### config.mk
export PLATFORM = sky130hd
export DESIGN_NAME = pctm_mul
export DESIGN_NICKNAME = d
export VERILOG_FILES = /design/src/design/pctm_pkg.sv /design/src/design/pctm_mul.sv
export SDC_FILE = /design/constraint.sdc
export NUM_CORES = 2
export LEC_CHECK = 0
export BUFFER_PORTS_ARGS = -buffer_cell sky130_fd_sc_hd__clkbuf_2
export CORE_MARGIN = 8
export CORE_UTILIZATION = 65
export DETAILED_ROUTE_END_ITERATION = 6
export PLACE_DENSITY = 0.82
export SLEW_MARGIN = 30
export SYNTH_ARGS = -nofsm -noshare
export SYNTH_HDL_FRONTEND = slang
export SYNTH_SLANG_ARGS = --single-unit
### constraint.sdc
create_clock -name clk -period 19.4 [get_ports clk]
set_input_delay 1.94 -clock clk [delete_from_list [all_inputs] [get_ports clk]]
set_output_delay 1.94 -clock clk [all_outputs]
set_load 0.02 [all_outputs]
### src/design/pctm_pkg.sv
// ----------------------------------------------------------------------------
// pctm_pkg
// Shared widths, types and codes of the three-mode PID controller.
// ----------------------------------------------------------------------------
`default_nettype none
package pctm_pkg;

  localparam int SAMPLE_BITS = 16;
  localparam int ERR_BITS    = SAMPLE_BITS + 2;
  localparam int WEIGHT_BITS = 16;
  localparam int GAIN_BITS   = 24;
  localparam int LIMIT_BITS  = 31;
  localparam int BAND_BITS   = 17;
  localparam int MUL_A_BITS  = 33;
  localparam int MUL_B_BITS  = GAIN_BITS + 1;
  localparam int MUL_P_BITS  = MUL_A_BITS + MUL_B_BITS;
  localparam int DIV_N_BITS  = BAND_BITS + WEIGHT_BITS;
  localparam int DIV_C_BITS  = 6;

  typedef enum logic [1:0] {
    MODE_POS  = 2'd0,
    MODE_INC  = 2'd1,
    MODE_VAR  = 2'd2,
    MODE_HOLD = 2'd3
  } mode_t;

  typedef enum logic [2:0] {
    REG_MODE       = 3'd0,
    REG_KP         = 3'd1,
    REG_KI         = 3'd2,
    REG_KD         = 3'd3,
    REG_OUT_LIMIT  = 3'd4,
    REG_INT_LIMIT  = 3'd5,
    REG_BAND_HIGH  = 3'd6,
    REG_BAND_LOW   = 3'd7
  } reg_idx_t;

  typedef struct packed {
    logic busy;
    logic done;
  } div_status_t;

endpackage
`default_nettype wire

### src/design/pctm_mul.sv
// ----------------------------------------------------------------------------
// pctm_mul
// Shared signed multiplier with a registered product.
// ----------------------------------------------------------------------------
`default_nettype none
module pctm_mul (
  input  wire logic                                   clk,
  input  wire logic signed [pctm_pkg::MUL_A_BITS-1:0] a,
  input  wire logic signed [pctm_pkg::MUL_B_BITS-1:0] b,
  output logic signed [pctm_pkg::MUL_P_BITS-1:0]      p_r
);
  always_ff @(posedge clk) begin
    p_r <= a * b;
  end
endmodule
`default_nettype wire

---- Yosys cells after proc, flatten, opt, wreduce, memory -nomap -nowiden ----
Cells that the tools add are included.
Widths: inputs -> output; s select.
cells by class
  $mul .................................... 1
operators by type and width
  cell            number
  $mul 33x25->58  1
word-level totals
  register bits ........................... 58
  word-level logic and storage cells ...... 2

---- Depth between registers and ports, before layout ----
  depth after elaboration ................. 1
  mapped depth ............................ 27
  depth with buffers taken out ............ 25

---- Worst setup path after synthesis ----
No wires, ideal clock.
  kind .................................... in2reg
  start ................................... in a[32] in the netlist's numbering
  end ..................................... reg p_r[57] in the netlist's numbering
  setup time .............................. 143 ps
  arrival time ............................ 8192 ps
  path slack .............................. 11065 ps
  cell stages on the path ................. 21
  buffers on the path ..................... 2
  path through ............................ clkbuf_1 -> nand2_1 -> inv_1 -> fa_1 -> fa_1 -> inv_1 -> fa_1 -> inv_1 -> fa_1 -> fa_1 -> fa_1 -> fa_1 -> ha_1 -> clkbuf_8 -> a21o_1 -> a21o_1 -> a21o_1 -> a21o_1 -> and3_1 -> a21oi_1 -> o211ai_1
on the way
  longest elaborated chain between the ends .. 1
RTL lines
  element                 line            text
  start: declaration      pctm_mul.sv:8   input wire logic signed [pctm_pkg::MUL_A_BITS-1:0] a,
  $mul 33x25->58          pctm_mul.sv:13  p_r <= a * b;
  end signal: assignment  pctm_mul.sv:13
  end: declaration        pctm_mul.sv:10  output logic signed [pctm_pkg::MUL_P_BITS-1:0] p_r
Every way passes these cells.

---- Worst setup path after layout ----
  start ................................... in b[1] in the netlist's numbering
  end ..................................... reg p_r[57] in the netlist's numbering
on the way
  longest elaborated chain between the ends .. 1
RTL lines
  element             line            text
  start: declaration  pctm_mul.sv:9   input wire logic signed [pctm_pkg::MUL_B_BITS-1:0] b,
  $mul 33x25->58      pctm_mul.sv:13
Every way passes these cells.

==> results.toml <==
[run_status]
outcome = "finished with violations"
violations = "DRC"

[critical_path]
slowest_delay_ns = 0.87
crit_top_cell = "fa_1"
cp_top_family = "adder cells"
cp_slowest_cell = "fa_1"
start_kind = "input port"
path_buf_inv = 4
cp.arrival_ns = 9.20
required_ns = 19.57
critical_path.cell_chain = "clkbuf_2 -> nand2_1 -> inv_1 -> fa_1 -> fa_1 -> inv_1 -> fa_1 -> inv_1 -> fa_1 -> fa_1 -> fa_1 -> fa_1 -> ha_1 -> a21o_1 -> a21o_1 -> a21o_1 -> a21o_1 -> and3_1 -> a21oi_1 -> o211ai_1"
worst_setup_path_end_kind = "flop"
critPathKind = "input port to flop"
crit_fanout = 33

[die]
coreArea_mm2 = 0.0463
die_h_um = 232
ios = 117
start_util = 0.653
die-area_mm2 = 0.0536
fp-row-count = 79
die_w_um = 232

[synthesis]
netlist.area_leader.share = 0.558
synth-seq-cells = 58
synth_area_mm2 = 0.0302
synth_edf_count = 0
synth_top_area_cell = "fa_1"
yosys.cell_types.count = 60
synth_warnings = 0
async_flop_share = 0
syn_inst = 3208
synthesis.nets = 4266
synth.avg_cell_area_um2 = 9.42
synthTopCellsByCount = "fa_1, inv_1, nand2_1"
synth_most_common_cell = "fa_1"
ys_seq_area_frac = 0.0384
synth.area.top_cells = "fa_1, inv_1, and2_1"
synth_top_flop_cell = "dfxtp_1"

[detailed_routing]
ant_nets = 0
avgViaCountPerCell = 5.89
num_vias = 22300
wirelength_um = 79500
dr.first_iter.drc_count = 1711
drc = 1
wire_per_inst_um = 21.0
dr.pass1.iters = 7

[grt]
track_usage = 0.310
grt_max_degree = 34
grtUsageMet2 = 0.519
grt.busiest_layer = "met2"
grt_pass1_wl_um = 131000
antenna_found_initial = 1
grt_pass1_vias = 25600
use_met3 = 0.0609
gr-usage-met1 = 0.361
overflow = 0

[layout]
areaGrowthSynthToFinish_pct = 3.27
diodes = 0
reg_top3 = "p_r: 58 flops"
regMostFlops = "p_r"
largest_reg_flops = 58
final_area_mm2 = 0.0312
final_nets = 4237
fillers = 3465
drive_above_1_share = 0.0477

[cts]
cts_tree = "built"
path_clk_slew_ns = 0.06
cts_made_buffers = 9
hold_buffers = 0
clk_path_buf_depth = 2
cts_resized = 0
h-tree-depth = 3
cts_setup_buffers = 0
cts_sinks = 58
clockRootBuffer = "clkbuf_16"

[sta]
fmax_mhz = 111
final.setup.tns_ns = 0
worstMarginPinSlew_ns = 1.05
slew_viol_final = 0
post-route-period-util = 0.465
period_minus_slack_ns = 9.03
max_slew_margin = 0.299
hold_viol = 0
rsz0062_at_grt = "false"
report.final.setup_viol = 0
setup_slack_ns = 10.37

[min_path]
hold_class = "input port to flop"
min_to = "p_r[0]"
min-delay-start = "a[0]"
holdPathStages = 2

[run]
cap_viol_max_count = 0

[placement]
hpwlAfterDp_um = 62400
place_area_mm2 = 0.0309
port_buffers = 116
place.gp.congestion = 0.993
dp_slack_ns = 10.0
==> final cells by class <==
| cell class | count | area, um^2 | share of cell area |
|---|---|---|---|
| clock inverter | 6 | 42.5 | 0.00136 |
| tap | 607 | 759 | 0.0243 |
| clock buffer | 10 | 239 | 0.00766 |
| sequential | 58 | 1160 | 0.0372 |
| multi-input combinational | 2206 | 25400 | 0.816 |
| timing repair buffer | 118 | 596 | 0.0191 |
| inverter | 786 | 2950 | 0.0946 |
==> layout by cell type, fill, tap and decap left out, types with 15 or more instances in the layout <==
cell | Yosys | routed
fa_1 | 842 | 841
inv_1 | 785 | 785
nand2_1 | 416 | 416
and2_1 | 409 | 409
ha_1 | 157 | 157
clkbuf_2 | 0 | 115
dfxtp_1 | 58 | 58
nor2_1 | 57 | 57
a21oi_1 | 51 | 51
xnor2_1 | 44 | 44
a21o_1 | 34 | 34
o21ai_0 | 28 | 28
nand3_1 | 16 | 16
nand4_1 | 15 | 15
xor2_1 | 15 | 15
o21bai_1 | 15 | 15
==> through the flow <==
step           std cells  hold WS [ns]   util
5_1_grt             3791          2.32  0.674
3_3_place_gp        3775          2.36  0.668
4_1_cts             3791          2.31  0.674
6_report            3791          2.34  0.674
2_1_floorplan       3208          2.07      -
3_5_place_dp        3775          2.36  0.668
==> kinds of logic after synthesis <==
family / count (synthesis) / share of synthesized area
buf+inv: 944 / 0.119
flops: 58 / 0.0384
fa+ha+maj: 999 / 0.623
xor+xnor: 59 / 0.0171
simple gates: 954 / 0.158
compound gates: 194 / 0.0442
==> per-layer routing <==
metal  wire [um]  up-vias  share of wire
li1            -     9140              -
met1       26000    11500           0.33
met2       39500     1301           0.50
met3        7450      398          0.094
met4        6490        2          0.082
met5          13        -        0.00016
==> worst max-delay path by stage <==
stage	from	to	slack, ns	cells past startpoint
CTS	b[24]	p_r[57]	10.35	22
global placement	b[24]	p_r[57]	10.26	20
global route	b[1]	p_r[57]	10.10	20
floorplan	a[32]	p_r[57]	11.06	21
detailed placement	b[24]	p_r[57]	10.0	22
finish	b[1]	p_r[57]	10.37	20
Power is not shown: default switching activity piles up to over one toggle a cycle in this logic, so the estimate is an artifact.
