===== config.mk =====
export PLATFORM = sky130hd
export DESIGN_NAME = pctm_div
export DESIGN_NICKNAME = d
export VERILOG_FILES = /design/src/design/pctm_pkg.sv /design/src/design/pctm_div.sv
export SDC_FILE = /design/constraint.sdc
export NUM_CORES = 1
export LEC_CHECK = 0
export BUFFER_PORTS_ARGS = -buffer_cell sky130_fd_sc_hd__buf_2
export CAP_MARGIN = 10
export CORE_MARGIN = 4
export CORE_UTILIZATION = 57
export CTS_CLUSTER_DIAMETER = 50
export DETAILED_ROUTE_END_ITERATION = 8
export PLACE_DENSITY = 0.88
export REMOVE_ABC_BUFFERS = 1
export SYNTH_ARGS = -nofsm -noshare
export SYNTH_HDL_FRONTEND = slang
export SYNTH_SLANG_ARGS = --single-unit

===== constraint.sdc =====
create_clock -name clk -period 3 [get_ports clk]
set_input_delay 0 -clock clk [delete_from_list [all_inputs] [get_ports clk]]
set_output_delay 0 -clock clk [all_outputs]
set_load 0.02 [all_outputs]

===== src/design/pctm_pkg.sv =====
// ----------------------------------------------------------------------------
// pctm_pkg
// Shared widths, types and codes of the three-mode PID controller.
// ----------------------------------------------------------------------------
`default_nettype none
package pctm_pkg;

  localparam int SAMPLE_BITS = 16;
  localparam int ERR_BITS    = SAMPLE_BITS + 2;
  localparam int WEIGHT_BITS = 16;
  localparam int GAIN_BITS   = 24;
  localparam int LIMIT_BITS  = 31;
  localparam int BAND_BITS   = 17;
  localparam int MUL_A_BITS  = 33;
  localparam int MUL_B_BITS  = GAIN_BITS + 1;
  localparam int MUL_P_BITS  = MUL_A_BITS + MUL_B_BITS;
  localparam int DIV_N_BITS  = BAND_BITS + WEIGHT_BITS;
  localparam int DIV_C_BITS  = 6;

  typedef enum logic [1:0] {
    MODE_POS  = 2'd0,
    MODE_INC  = 2'd1,
    MODE_VAR  = 2'd2,
    MODE_HOLD = 2'd3
  } mode_t;

  typedef enum logic [2:0] {
    REG_MODE       = 3'd0,
    REG_KP         = 3'd1,
    REG_KI         = 3'd2,
    REG_KD         = 3'd3,
    REG_OUT_LIMIT  = 3'd4,
    REG_INT_LIMIT  = 3'd5,
    REG_BAND_HIGH  = 3'd6,
    REG_BAND_LOW   = 3'd7
  } reg_idx_t;

  typedef struct packed {
    logic busy;
    logic done;
  } div_status_t;

endpackage
`default_nettype wire


===== src/design/pctm_div.sv =====
// ----------------------------------------------------------------------------
// pctm_div
// Restoring divider, one quotient bit per cycle, for the integral weight.
// ----------------------------------------------------------------------------
`default_nettype none
module pctm_div (
  input  wire logic                                 clk,
  input  wire logic                                 rst_n,
  input  wire logic                                 start,
  input  wire logic [pctm_pkg::DIV_N_BITS-1:0]      num,
  input  wire logic [pctm_pkg::BAND_BITS-1:0]       den,
  output pctm_pkg::div_status_t                     status,
  output logic [pctm_pkg::BAND_BITS-1:0]            quot
);
  logic [pctm_pkg::DIV_N_BITS-1:0] num_r;
  logic [pctm_pkg::BAND_BITS-1:0]  quot_r;
  logic [pctm_pkg::BAND_BITS-1:0]  den_r, rem_r;
  logic [pctm_pkg::DIV_C_BITS-1:0] cnt_r;
  logic                            busy_r, done_r;
  logic [pctm_pkg::BAND_BITS:0]    trial, diff;

  always_comb begin
    trial = {rem_r, num_r[pctm_pkg::DIV_N_BITS-1]};
    diff  = trial - {1'b0, den_r};
  end

  always_ff @(posedge clk) begin
    if (!rst_n) begin
      busy_r <= 1'b0;
      done_r <= 1'b0;
      cnt_r  <= '0;
    end else if (start) begin
      busy_r <= 1'b1;
      done_r <= 1'b0;
      cnt_r  <= pctm_pkg::DIV_C_BITS'(pctm_pkg::DIV_N_BITS);
    end else if (busy_r) begin
      cnt_r <= cnt_r - 1'b1;
      if (cnt_r == pctm_pkg::DIV_C_BITS'(1)) begin
        busy_r <= 1'b0;
        done_r <= 1'b1;
      end
    end
  end

  always_ff @(posedge clk) begin
    if (start) begin
      num_r  <= num;
      den_r  <= den;
      rem_r  <= '0;
      quot_r <= '0;
    end else if (busy_r) begin
      num_r <= {num_r[pctm_pkg::DIV_N_BITS-2:0], 1'b0};
      if (!diff[pctm_pkg::BAND_BITS]) begin
        rem_r  <= diff[pctm_pkg::BAND_BITS-1:0];
        quot_r <= {quot_r[pctm_pkg::BAND_BITS-2:0], 1'b1};
      end else begin
        rem_r  <= trial[pctm_pkg::BAND_BITS-1:0];
        quot_r <= {quot_r[pctm_pkg::BAND_BITS-2:0], 1'b0};
      end
    end
  end

  assign status = {busy_r, done_r};
  assign quot   = quot_r;
endmodule
`default_nettype wire


### After elaboration in Yosys (flattened, before gate mapping)

Cells that the tools add are included.

| storage, ports and cells | value |
|---|---|
| flip-flop bits (word level) | 92 |
| output and inout bits | 19 |
| word-level logic and storage cells | 24 |

| cells by class | value |
|---|---|
| add/subtract/negate cells | 2 |
| equality and inequality tests | 1 |
| mux-type cells | 9 |
| bitwise logic cells | 1 |
| reduce and logical (&&, ||, !) cells | 3 |

Operator list:

| kind | number |
|---|---|
| 33-bit two-way mux | 2 |
| 18-bit by 17-bit subtractor with 18-bit output | 1 |
| 17-bit two-way mux | 1 |
| 6-bit two-way mux | 2 |
| 6-bit by 1-bit == test with 1-bit output, second input constant | 1 |
| 6-bit by 1-bit subtractor with 6-bit output, second input constant | 1 |
| 1-bit two-way mux | 4 |
| 2-bit AND reduction | 1 |
| 2-bit nonzero test | 1 |
| 2-bit OR reduction | 1 |
| 1-bit inverter | 1 |

### Longest topological paths before layout

Gate-level depths: netlist (run 1).

| logic depth | value |
|---|---|
| word-level depth | 4 |
| mapped depth | 10 |

### Worst setup path before layout (run 1)

No wires, ideal clock.

| timing | value |
|---|---|
| path kind | register to register |
| start | register den_r[12] (netlist bit) |
| end | register rem_r[9] (netlist bit) |
| setup time | 0.088 ns |
| arrival time | 2.059 ns |
| slack | 0.853 ns |
| cell stages (with the launch flop) | 11 |
| path buffers | 2 |
| period minus slack after synthesis | 2.147 ns |
| cell sequence | edfxtp_1 -> inv_1 -> ha_1 -> buf_6 -> a21oi_4 -> o211ai_2 -> a211o_1 -> o211a_1 -> buf_6 -> o211a_1 -> nor4_2 |

| between the ends | value |
|---|---|
| longest elaborated chain between the ends | 2 |

RTL lines:

| element | line | source |
|---|---|---|
| start, declared | pctm_div.sv:17 | `logic [pctm_pkg::BAND_BITS-1:0] den_r, rem_r;` |
| start signal, assigned | pctm_div.sv:48 | `den_r <= den;` |
| 18-bit by 17-bit subtractor with 18-bit output | pctm_div.sv:24 | `diff = trial - {1'b0, den_r};` |
| 17-bit two-way mux | pctm_div.sv:53 | `if (!diff[pctm_pkg::BAND_BITS]) begin` |
| end signal, assigned | pctm_div.sv:54 | `rem_r <= diff[pctm_pkg::BAND_BITS-1:0];` |
| end signal, assigned | pctm_div.sv:57 | `rem_r <= trial[pctm_pkg::BAND_BITS-1:0];` |
| end, declared | pctm_div.sv:17 |  |

Every way passes these cells.
A chain may end at the register's enable or synchronous reset.

### Worst setup path in the final report (run 1)

| timing | value |
|---|---|
| start | register num_r[32] (netlist bit) |
| end | register rem_r[14] (netlist bit) |

| between the ends | value |
|---|---|
| longest elaborated chain between the ends | 2 |

RTL lines:

| element | line | source |
|---|---|---|
| start, declared | pctm_div.sv:15 | `logic [pctm_pkg::DIV_N_BITS-1:0] num_r;` |
| start signal, assigned | pctm_div.sv:47 | `num_r <= num;` |
| start signal, assigned | pctm_div.sv:52 | `num_r <= {num_r[pctm_pkg::DIV_N_BITS-2:0], 1'b0};` |
| 18-bit by 17-bit subtractor with 18-bit output | pctm_div.sv:24 |  |
| 17-bit two-way mux | pctm_div.sv:53 |  |

Every way passes these cells.

==> metrics.md, run 1 <==
| Metric | Value |
|---|---|
| Worst path slowest cell | o311ai_0 |
| Maximum vdd drop | 0.4346 mV |
| Hold EP | quot[3]$_SDFFE_PP0P_ |
| Gpl congestion | 0.9631 |
| Sequential-to-total area share from yosys stat | 48.83% |
| IO buf count | 71 |
| Final HPWL DP | 6810 um |
| Vias in the first global route | 3986 |
| Largest net degree at the start of global routing | 54 |
| Synth area leaders | edfxtp_1 31%, dfxtp_1 18%, mux2_2 7.5%, ha_1 5.0%, mux2i_1 3.5% |
| Outcome | finished, final reports clean |
| Mapped Cells | 440 |
| Drt wl/cell | 16.69 um |
| Vias | 3883 |
| Critical Path, Cell by Cell | inv_1 -> ha_1 -> fa_1 -> nor2b_1 -> o2111ai_1 -> nand3_1 -> a21oi_1 -> o311ai_0 -> a311o_1 |
| Post-synth EDFFs | 50 |
| Total clock sinks | 92 |
| Worst-path clk slew | 0.10 ns |
| Ys Warns | 0 |
| Synth cell types | 65 |
| Setup ws final | 0.2506 ns |
| Crit path max-delay family | compound AO/OA/AOI/OAI gates |
| Post-synth top flop | edfxtp_1 |
| P_leak | 2.475 nW |
| Reg-to-Reg End | rem_r[14]$_SDFFE_PP0P_ |
| Clock insertion delay at the later pin of the skew report | 0.37 ns |
| Power Total | 2.847 mW |
| CTS tree | yes |
| FP Rows | 33 |
| Die X | 99.74 um |
| H-tree depth | 3 |
| Post-synth top area share | 31.30% |
| Clk buf depth | 2 |
| DR DRC count | 0 |
| Max-cap viol count | 0 |
| Initial antenna violation count | 0 |
| Fmax | 363.7 MHz |
| Pre-antenna DRT Iters | 5 |
| DP Worst Slack | 0.2718 ns |
| Worst setup EP type | register |
| First-pass GRT wire length | 18650 um |
| Ys async rst share | 0% |
| Clock root cell | clkbuf_8 |
| Worst slew pin tran | 0.6964 ns |
| Post-route ant nets | 0 |
| Layout area overhead | 24.28% |
| Min-delay src | start |
| Power Dens Cells | 477.4 nW/um2 |
| Fin. Hold Viols | 0 |
| RSZ-0062 raised after global routing | false |
| Initial DRC Count | 232 |
| Hold path depth | 2 |
| Slew Limit Fails | 0 |
| Clk_skew | 0.01187 ns |
| Final wirelength | 11160 um |
| Initial Util | 58.38% |
| Total core area | 8217 um2 |
| CP bufs+invs | 1 |
| Worst reg2reg startpoint | num_r[32]$_DFFE_PP_ |
| Min-delay worst type | in2reg |
| TritonCTS Buffers | 9 |
| Non-Filler Instances | 669 |
| Fin crit period | 2.749 ns |
| Fin nets | 632 |
| Setup Crit Path Kind | reg2reg |
| Fin crit share | 91.65% |
| Share of cells above drive strength 1 | 24.82% |
| DIE HEIGHT | 99.74 um |
| Crit path required time | 3.32 ns |
| CP max stage delay | 0.62 ns |
| Rel. slew slack | 53.57% |
| Setup TNS Final | 0 ns |
| CP Launch Type | register |
| Overall routing resource usage | 23.60% |
| Final setup viols | 0 |
| Via density | 5.804 |
| I/O pin total | 72 |
| Antenna diodes | 0 |
| Crit-path max FO | 4 |
| Placed Instances | 602 |
| GRT overflow | 0 |
| Reg-to-reg slack, setup | 0.25 ns |
| Commonest non-fill, non-tap cell in the layout | buf_2 |
| Most frequent cells in the layout | 70 x buf_2, 51 x dlygate4sd3_1, 50 x edfxtp_1 |
| Reg2Reg Depth | 9 |
| Avg Synthesized Cell Area | 10.90 um2 |
| Post-CTS Repair Setup Buffers | 0 |
| Mapped Area | 4797 um2 |
| #FFs+latches synth | 92 |
| WP data arrival | 3.07 ns |
| Full die area | 9948 um2 |
| Yosys top cell by area | edfxtp_1 |
==> flip-flops by register name (all words and copies together), names as in the netlist <==
signal	flops
num_r	33
den_r	17
done_r	1
cnt_r	6
rem_r	17
quot	17
busy_r	1
==> synth_stat cells (6+ instances only) <==
cell type and instances:
inv_1 28, o21ai_0 13, dfxtp_1 42, buf_1 8, nor2_1 41, nor3_1 10, a311oi_1 9, ha_1 19
a21oi_1 10, edfxtp_1 50, mux2i_1 17, o21a_1 8, a31oi_1 6, nand3_1 9, xnor2_1 9, nand2_1 26
clkbuf_1 7, mux2_2 32
==> worst max path at each step <==
stage                         from                endpoint  slack, ns  depth (start not counted)
5_1_grt        den_r[14]$_DFFE_PP_   rem_r[1]$_SDFFE_PP0P_       0.09                          9
6_report       num_r[32]$_DFFE_PP_  rem_r[14]$_SDFFE_PP0P_       0.25                          9
3_3_place_gp   den_r[14]$_DFFE_PP_  rem_r[14]$_SDFFE_PP0P_       0.41                          8
4_1_cts        den_r[14]$_DFFE_PP_  rem_r[14]$_SDFFE_PP0P_       0.27                          8
3_5_place_dp   den_r[14]$_DFFE_PP_  rem_r[14]$_SDFFE_PP0P_       0.27                          8
2_1_floorplan    busy_r$_SDFF_PN0_  num_r[0]$_SDFFCE_PN0P_       0.14                          2
==> stage by stage <==
stage / hold slack (ns) / area, um2 / utilization, %
floorplan: 0.06907 / 4679 / -
global placement: 0.1782 / 5255 / 63.96
detailed placement: 0.1782 / 5255 / 63.96
CTS: 0.1234 / 5962 / 72.56
global route: 0.1939 / 5962 / 72.56
finish: 0.1452 / 5962 / 72.56
==> cells by family (layout without fill, tap and decap cells) <==
kind of cell / Yosys count / after routing / synth area share, %
compound gates: 95 / 95 / 15.23
xor+xnor: 14 / 14 / 2.556
fa+ha+maj: 20 / 20 / 5.373
buf+inv: 50 / 174 / 4.643
flops: 92 / 92 / 48.83
mux: 49 / 49 / 11.06
simple gates: 120 / 120 / 12.31
==> per-layer routing <==
layer / wire length (um) / GRT usage, % / share of wire, %
met1: 4436 / 27.31 / 40
met5: 0 / 0 / 0
met3: 702 / 5.189 / 6.3
met4: 390 / 12.50 / 3.5
met2: 5634 / 40.64 / 50
==> layout make-up <==
type / count / area (um2)
clock inverter: 7 / 72.57
timing repair buffer: 130 / 953.4
fill: 550 / 2255
tap: 105 / 131.4
sequential: 92 / 2344
inverter: 28 / 105.1
clock buffer: 9 / 123.9
multi-input combinational: 298 / 2232
==> report_power, final <==
group | switching (mW) | internal, mW | leakage, nW | total, mW
combinational | 0.278 | 0.265 | 1.54 | 0.543
clock | 0.498 | 0.324 | 0.0962 | 0.822
sequential | 0.0518 | 1.43 | 0.840 | 1.48
total | 0.828 | 2.02 | 2.48 | 2.85
==> worst register-to-register path: cells and delay by family, from the launching register on <==
| kind | cells | cell delay [ns] |
|---|---|---|
| compound gates | 4 | 1.25 |
| flops | 1 | 0.38 |
| fa+ha+maj | 2 | 0.64 |
| simple gates | 2 | 0.38 |
| buf+inv | 1 | 0.06 |
==> repair_timing <==
action / in CTS / in global routing
endpoints found under the setup margin: 0 / 1
hold buffers: 51 / 0
gates resized for setup: 0 / 1
hold endpoints to repair: 57 / 0
(Power assumes the default switching activity.)
==> inputs of run 2 (changes only) <==
--- a/config.mk
+++ b/config.mk
@@ -8,11 +8,12 @@
 export BUFFER_PORTS_ARGS = -buffer_cell sky130_fd_sc_hd__buf_2
 export CAP_MARGIN = 10
 export CORE_MARGIN = 4
-export CORE_UTILIZATION = 57
+export CORE_UTILIZATION = 52
 export CTS_CLUSTER_DIAMETER = 50
 export DETAILED_ROUTE_END_ITERATION = 8
-export PLACE_DENSITY = 0.88
+export PLACE_DENSITY = 0.85
 export REMOVE_ABC_BUFFERS = 1
+export SKIP_CTS_REPAIR_TIMING = 1
 export SYNTH_ARGS = -nofsm -noshare
 export SYNTH_HDL_FRONTEND = slang
 export SYNTH_SLANG_ARGS = --single-unit
==> constraint.sdc (replaced) <==
create_clock -name clk -period 2.3 [get_ports clk]
set_input_delay 0 -clock clk [delete_from_list [all_inputs] [get_ports clk]]
set_output_delay 0 -clock clk [all_outputs]
set_load 0.02 [all_outputs]
==> metrics.md, run 2 (synthesis gave the netlist of run 1 again) <==
| Metric | Value |
|---|---|
| TritonCTS Buffers | 9 |
| Setup TNS Final | -1.337 ns |
| Initial Util | 54.21% |
| Crit path required time | 2.56 ns |
| Crit path max-delay family | compound AO/OA/AOI/OAI gates |
| CP Launch Type | register |
| Worst path slowest cell | o211ai_1 |
| Fin crit period | 2.439 ns |
| Post-route ant nets | 0 |
| Pre-antenna DRT Iters | 5 |
| First-pass GRT wire length | 16840 um |
| Max-cap viol count | 0 |
| P_leak | 2.667 nW |
| Final setup viols | 17 |
| Final Cell Area | 6470 um2 |
| Outcome | complete, but fails checks |
| Gpl congestion | 0.9329 |
| Critical Path, Cell by Cell | inv_1 -> ha_1 -> or2_4 -> o211ai_1 -> a21boi_4 -> o211ai_1 -> buf_4 -> nand2_1 -> a311oi_2 |
| Hold path depth | 2 |
| Vias in the first global route | 3728 |
| Fin. Hold Viols | 0 |
| Rel. slew slack | 58.67% |
| WP depth | 9 |
| Reg with most FFs | num_r |
| Layout area overhead | 34.87% |
| CP bufs+invs | 2 |
| Total clock sinks | 92 |
| Drt wl/cell | 18.08 um |
| Largest net degree at the start of global routing | 43 |
| Setup ws final | -0.1387 ns |
| Clock insertion delay at the later pin of the skew report | 0.37 ns |
| Commonest non-fill, non-tap cell in the layout | buf_2 |
| WP data arrival | 2.70 ns |
| Worst setup EP type | register |
| Full die area | 10830 um2 |
| Largest register FFs | 33 |
| Clock root cell | clkbuf_8 |
| Clk_skew | 0.02022 ns |
| Final HPWL DP | 7324 um |
| Die X | 104.0 um |
| Reg-to-reg slack, setup | -0.14 ns |
| CTS tree | yes |
| Most frequent cells in the layout | 70 x buf_2, 51 x dlygate4sd3_1, 50 x edfxtp_1 |
| Fillcell total | 594 |
| Maximum vdd drop | 0.5081 mV |
| Setup Crit Path Kind | reg2reg |
| RSZ-0062 raised after global routing | true |
| Vias | 4082 |
| DR DRC count | 0 |
| Final hold slack | 0.04460 ns |
| Failing checks | setup timing |
| Initial antenna violation count | 1 |
| Final Core Density | 73.12% |
| Clk buf depth | 2 |
| Crit-path max FO | 6 |
| Initial DRC Count | 260 |
| IO buf count | 71 |
| Worst-path clk slew | 0.11 ns |
| Worst slew pin tran | 0.6186 ns |
| Final wirelength | 12800 um |
| Via density | 5.766 |
| Placement Cell Area | 5411 um2 |
| Power Total | 3.897 mW |
| I/O pin total | 72 |
| Reg2Reg Depth | 9 |
| CP max stage delay | 0.39 ns |
| Fin crit share | 106.0% |
| Fin nets | 666 |
| Slew Limit Fails | 0 |
| GRT overflow | 0 |
| Share of cells above drive strength 1 | 34.45% |
| FP Rows | 34 |
| Power Dens Cells | 602.3 nW/um2 |
| Total core area | 8848 um2 |
| Fmax | 410.1 MHz |
| Min-delay worst type | in2reg |
| DIE HEIGHT | 104.0 um |
| Cell mode on critical path | o211ai_1 |
| H-tree depth | 3 |
| Overall routing resource usage | 18.69% |
==> run 2: layer usage <==
metal,GRT usage [%],vias up,routed length (um)
li1,-,1942,-
met1,21.86,1966,4924
met2,33.01,148,6830
met3,5.587,26,765
met4,5.603,0,281
met5,0,-,0
==> run 2: report_power, final <==
part | switching (mW) | internal (mW) | leakage (nW)
combinational | 0.444 | 0.439 | 1.73
clock | 0.618 | 0.472 | 0.0971
sequential | 0.0602 | 1.86 | 0.840
==> run 2: layout make-up <==
class	instances	area, um2	share of cell area [%]
Antenna cell	2	5.005	0.07735
Clock inverter	5	42.54	0.6575
Tap cell	108	135.1	2.089
Multi-Input combinational cell	298	2457	37.98
Sequential cell	92	2344	36.22
Timing Repair Buffer	164	1229	18.99
Inverter	28	105.1	1.624
Clock buffer	11	152.6	2.359
==> run 2: final timing paths <==
check,startpoint,to
worst min register to register,done_r$_SDFFE_PP0P_,done_r$_SDFFE_PP0P_
worst max register to register,den_r[2]$_DFFE_PP_,rem_r[11]$_SDFFE_PP0P_
worst min-delay path,start,quot[16]$_SDFFE_PP0P_
worst max-delay path,den_r[2]$_DFFE_PP_,rem_r[11]$_SDFFE_PP0P_
==> run 2: per-stage QoR <==
step | cells | setup slack, ns
after floorplan | 418 | -0.5558
after global placement | 627 | -0.03265
after detailed placement | 627 | -0.1068
after CTS | 643 | -0.1617
after global routing | 707 | -0.2678
final | 708 | -0.1387
==> inputs of run 3 (changes only) <==
--- a/config.mk
+++ b/config.mk
@@ -8,10 +8,10 @@
 export BUFFER_PORTS_ARGS = -buffer_cell sky130_fd_sc_hd__buf_2
 export CAP_MARGIN = 10
 export CORE_MARGIN = 4
-export CORE_UTILIZATION = 52
+export CORE_UTILIZATION = 46
 export CTS_CLUSTER_DIAMETER = 50
 export DETAILED_ROUTE_END_ITERATION = 8
-export PLACE_DENSITY = 0.85
+export PLACE_DENSITY = 0.75
 export REMOVE_ABC_BUFFERS = 1
 export SKIP_CTS_REPAIR_TIMING = 1
 export SYNTH_ARGS = -nofsm -noshare
==> metrics.md, run 3 (synthesis gave the netlist of run 1 again) <==
| Metric | Value |
|---|---|
| H-tree depth | 3 |
| Clock group share of total power | 26.7% |
| Crit path required time | 2.56 ns |
| Vias | 3946 |
| Rel. slew slack | 61.59% |
| Most frequent cells in the layout | 70 x buf_2, 51 x dlygate4sd3_1, 50 x edfxtp_1 |
| DIE HEIGHT | 110.1 um |
| Clock insertion delay at the later pin of the skew report | 0.37 ns |
| Commonest non-fill, non-tap cell in the layout | buf_2 |
| Internal power | 2.713 mW |
| Logic pwr share | 22.8% |
| Clock root cell | clkbuf_8 |
| Gpl congestion | 0.9230 |
| Setup TNS Final | -0.09332 ns |
| Drt wl/cell | 15.79 um |
| Crit-path max FO | 5 |
| Slew Limit Fails | 0 |
| P_leak | 2.646 nW |
| Overall routing resource usage | 17.77% |
| Final hold slack | 0.008887 ns |
| FP Rows | 37 |
| Worst setup EP type | register |
| Fmax | 426.1 MHz |
| Max-cap viol count | 0 |
| GRT overflow | 0 |
| Die X | 110.1 um |
| IO buf count | 71 |
| Share of cells above drive strength 1 | 34.17% |
| WP data arrival | 2.61 ns |
| Final setup viols | 5 |
| Fin. Hold Viols | 0 |
| First-pass GRT wire length | 16970 um |
| Fin nets | 665 |
| Switching Share | 28.90% |
| Vias in the first global route | 3615 |
| DR DRC count | 0 |
| Initial Util | 46.89% |
| Full die area | 12130 um2 |
| TritonCTS Buffers | 9 |
| Worst-path clk slew | 0.10 ns |
| Pre-antenna DRT Iters | 4 |
| Total clock sinks | 92 |
| Initial antenna violation count | 0 |
| Min-delay worst type | in2reg |
| CP Launch Type | register |
| Reg power frac | 50.4% |
| Worst slew pin tran | 0.5749 ns |
| Via density | 5.383 |
| Total core area | 10230 um2 |
| Maximum vdd drop | 0.3988 mV |
| Outcome | complete, but fails checks |
| Initial DRC Count | 185 |
| Final Core Density | 63.19% |
| Setup ws final | -0.04671 ns |
| Power Total | 3.816 mW |
| RSZ-0062 raised after global routing | true |
| Fillcell total | 800 |
| I/O pin total | 72 |
| Reg with most FFs | num_r |
| Largest register FFs | 33 |
| Final HPWL DP | 7431 um |
| Power Dens Cells | 590.2 nW/um2 |
| Setup Crit Path Kind | reg2reg |
| Failing checks | setup timing |
| Fin crit share | 102.0% |
| Clk buf depth | 2 |
| Final wirelength | 11570 um |
| Post-route ant nets | 0 |
| Fin crit period | 2.347 ns |
| Largest net degree at the start of global routing | 50 |
| NetSw | 1.103 mW |
| Clk_skew | 0.009198 ns |
| Antenna diodes | 0 |
| Layout area overhead | 34.77% |
| CTS tree | yes |
==> run 3: cell types whose count changed in the layout (fill, tap and decap cells not counted), moves of 3 or more <==
cell | previous run | this run
a311oi_1 | 1 | 6
a311oi_2 | 8 | 3
ha_1 | 14 | 10
nand2_1 | 22 | 26
nand2_2 | 4 | 0
o21ai_0 | 9 | 12
o21ai_1 | 4 | 1
==> run 3: worst paths after layout <==
check	start	end	slack, ns	cells past startpoint
max	den_r[6]$_DFFE_PP_	rem_r[14]$_SDFFE_PP0P_	-0.05	9
min	start	quot[6]$_SDFFE_PP0P_	0.009	2
max reg2reg	den_r[6]$_DFFE_PP_	rem_r[14]$_SDFFE_PP0P_	-0.05	9
min reg2reg	done_r$_SDFFE_PP0P_	done_r$_SDFFE_PP0P_	0.49	2
==> run 3: stage by stage <==
stage               instances  setup WS (ns)  cell area (um2)
global placement          659       0.003104             5477
finish                    733       -0.04671             6465
floorplan                 418        -0.5558             4679
global route              733        -0.1468             6465
detailed placement        659       -0.07012             5477
CTS                       675        -0.1173             5652
==> run 3: layout make-up <==
class	instances	area (um2)	share of cell area [%]
inverters	28	105.1	1.626
clock inverters	7	51.30	0.7935
clock buffers	9	123.9	1.916
flip-flops and latches	92	2345	36.27
repair buffers	163	1207	18.68
multi-input cells	298	2462	38.09
well taps	136	170.2	2.632
==> run 3: critical path: stages (launching register included) <==
cell and delay (ns):
edfxtp_1 0.37, inv_1 0.11, ha_4 0.23, a21o_1 0.20, a221o_1 0.39, o21ai_2 0.19, o211a_1 0.25, buf_4 0.14
nor3_1 0.04, a311o_1 0.33
==> run 3: per-layer routing <==
layer	vias up	global-route usage, %	wire (um)
met4	0	6.069	174
met5	-	0	0
met3	18	4.776	547
met1	1895	23.81	4972
met2	98	27.90	5881
li1	1935	-	-
==> run 3: power groups by stage <==
stage               Combinational [mW]  Sequential (mW)  Clock (mW)
floorplan                        0.431             1.95           0
global placement                 0.676             1.95           0
detailed placement               0.698             1.96           0
CTS                              0.701             1.92        1.04
global route                     0.965             1.93        1.11
finish                           0.872             1.92        1.02
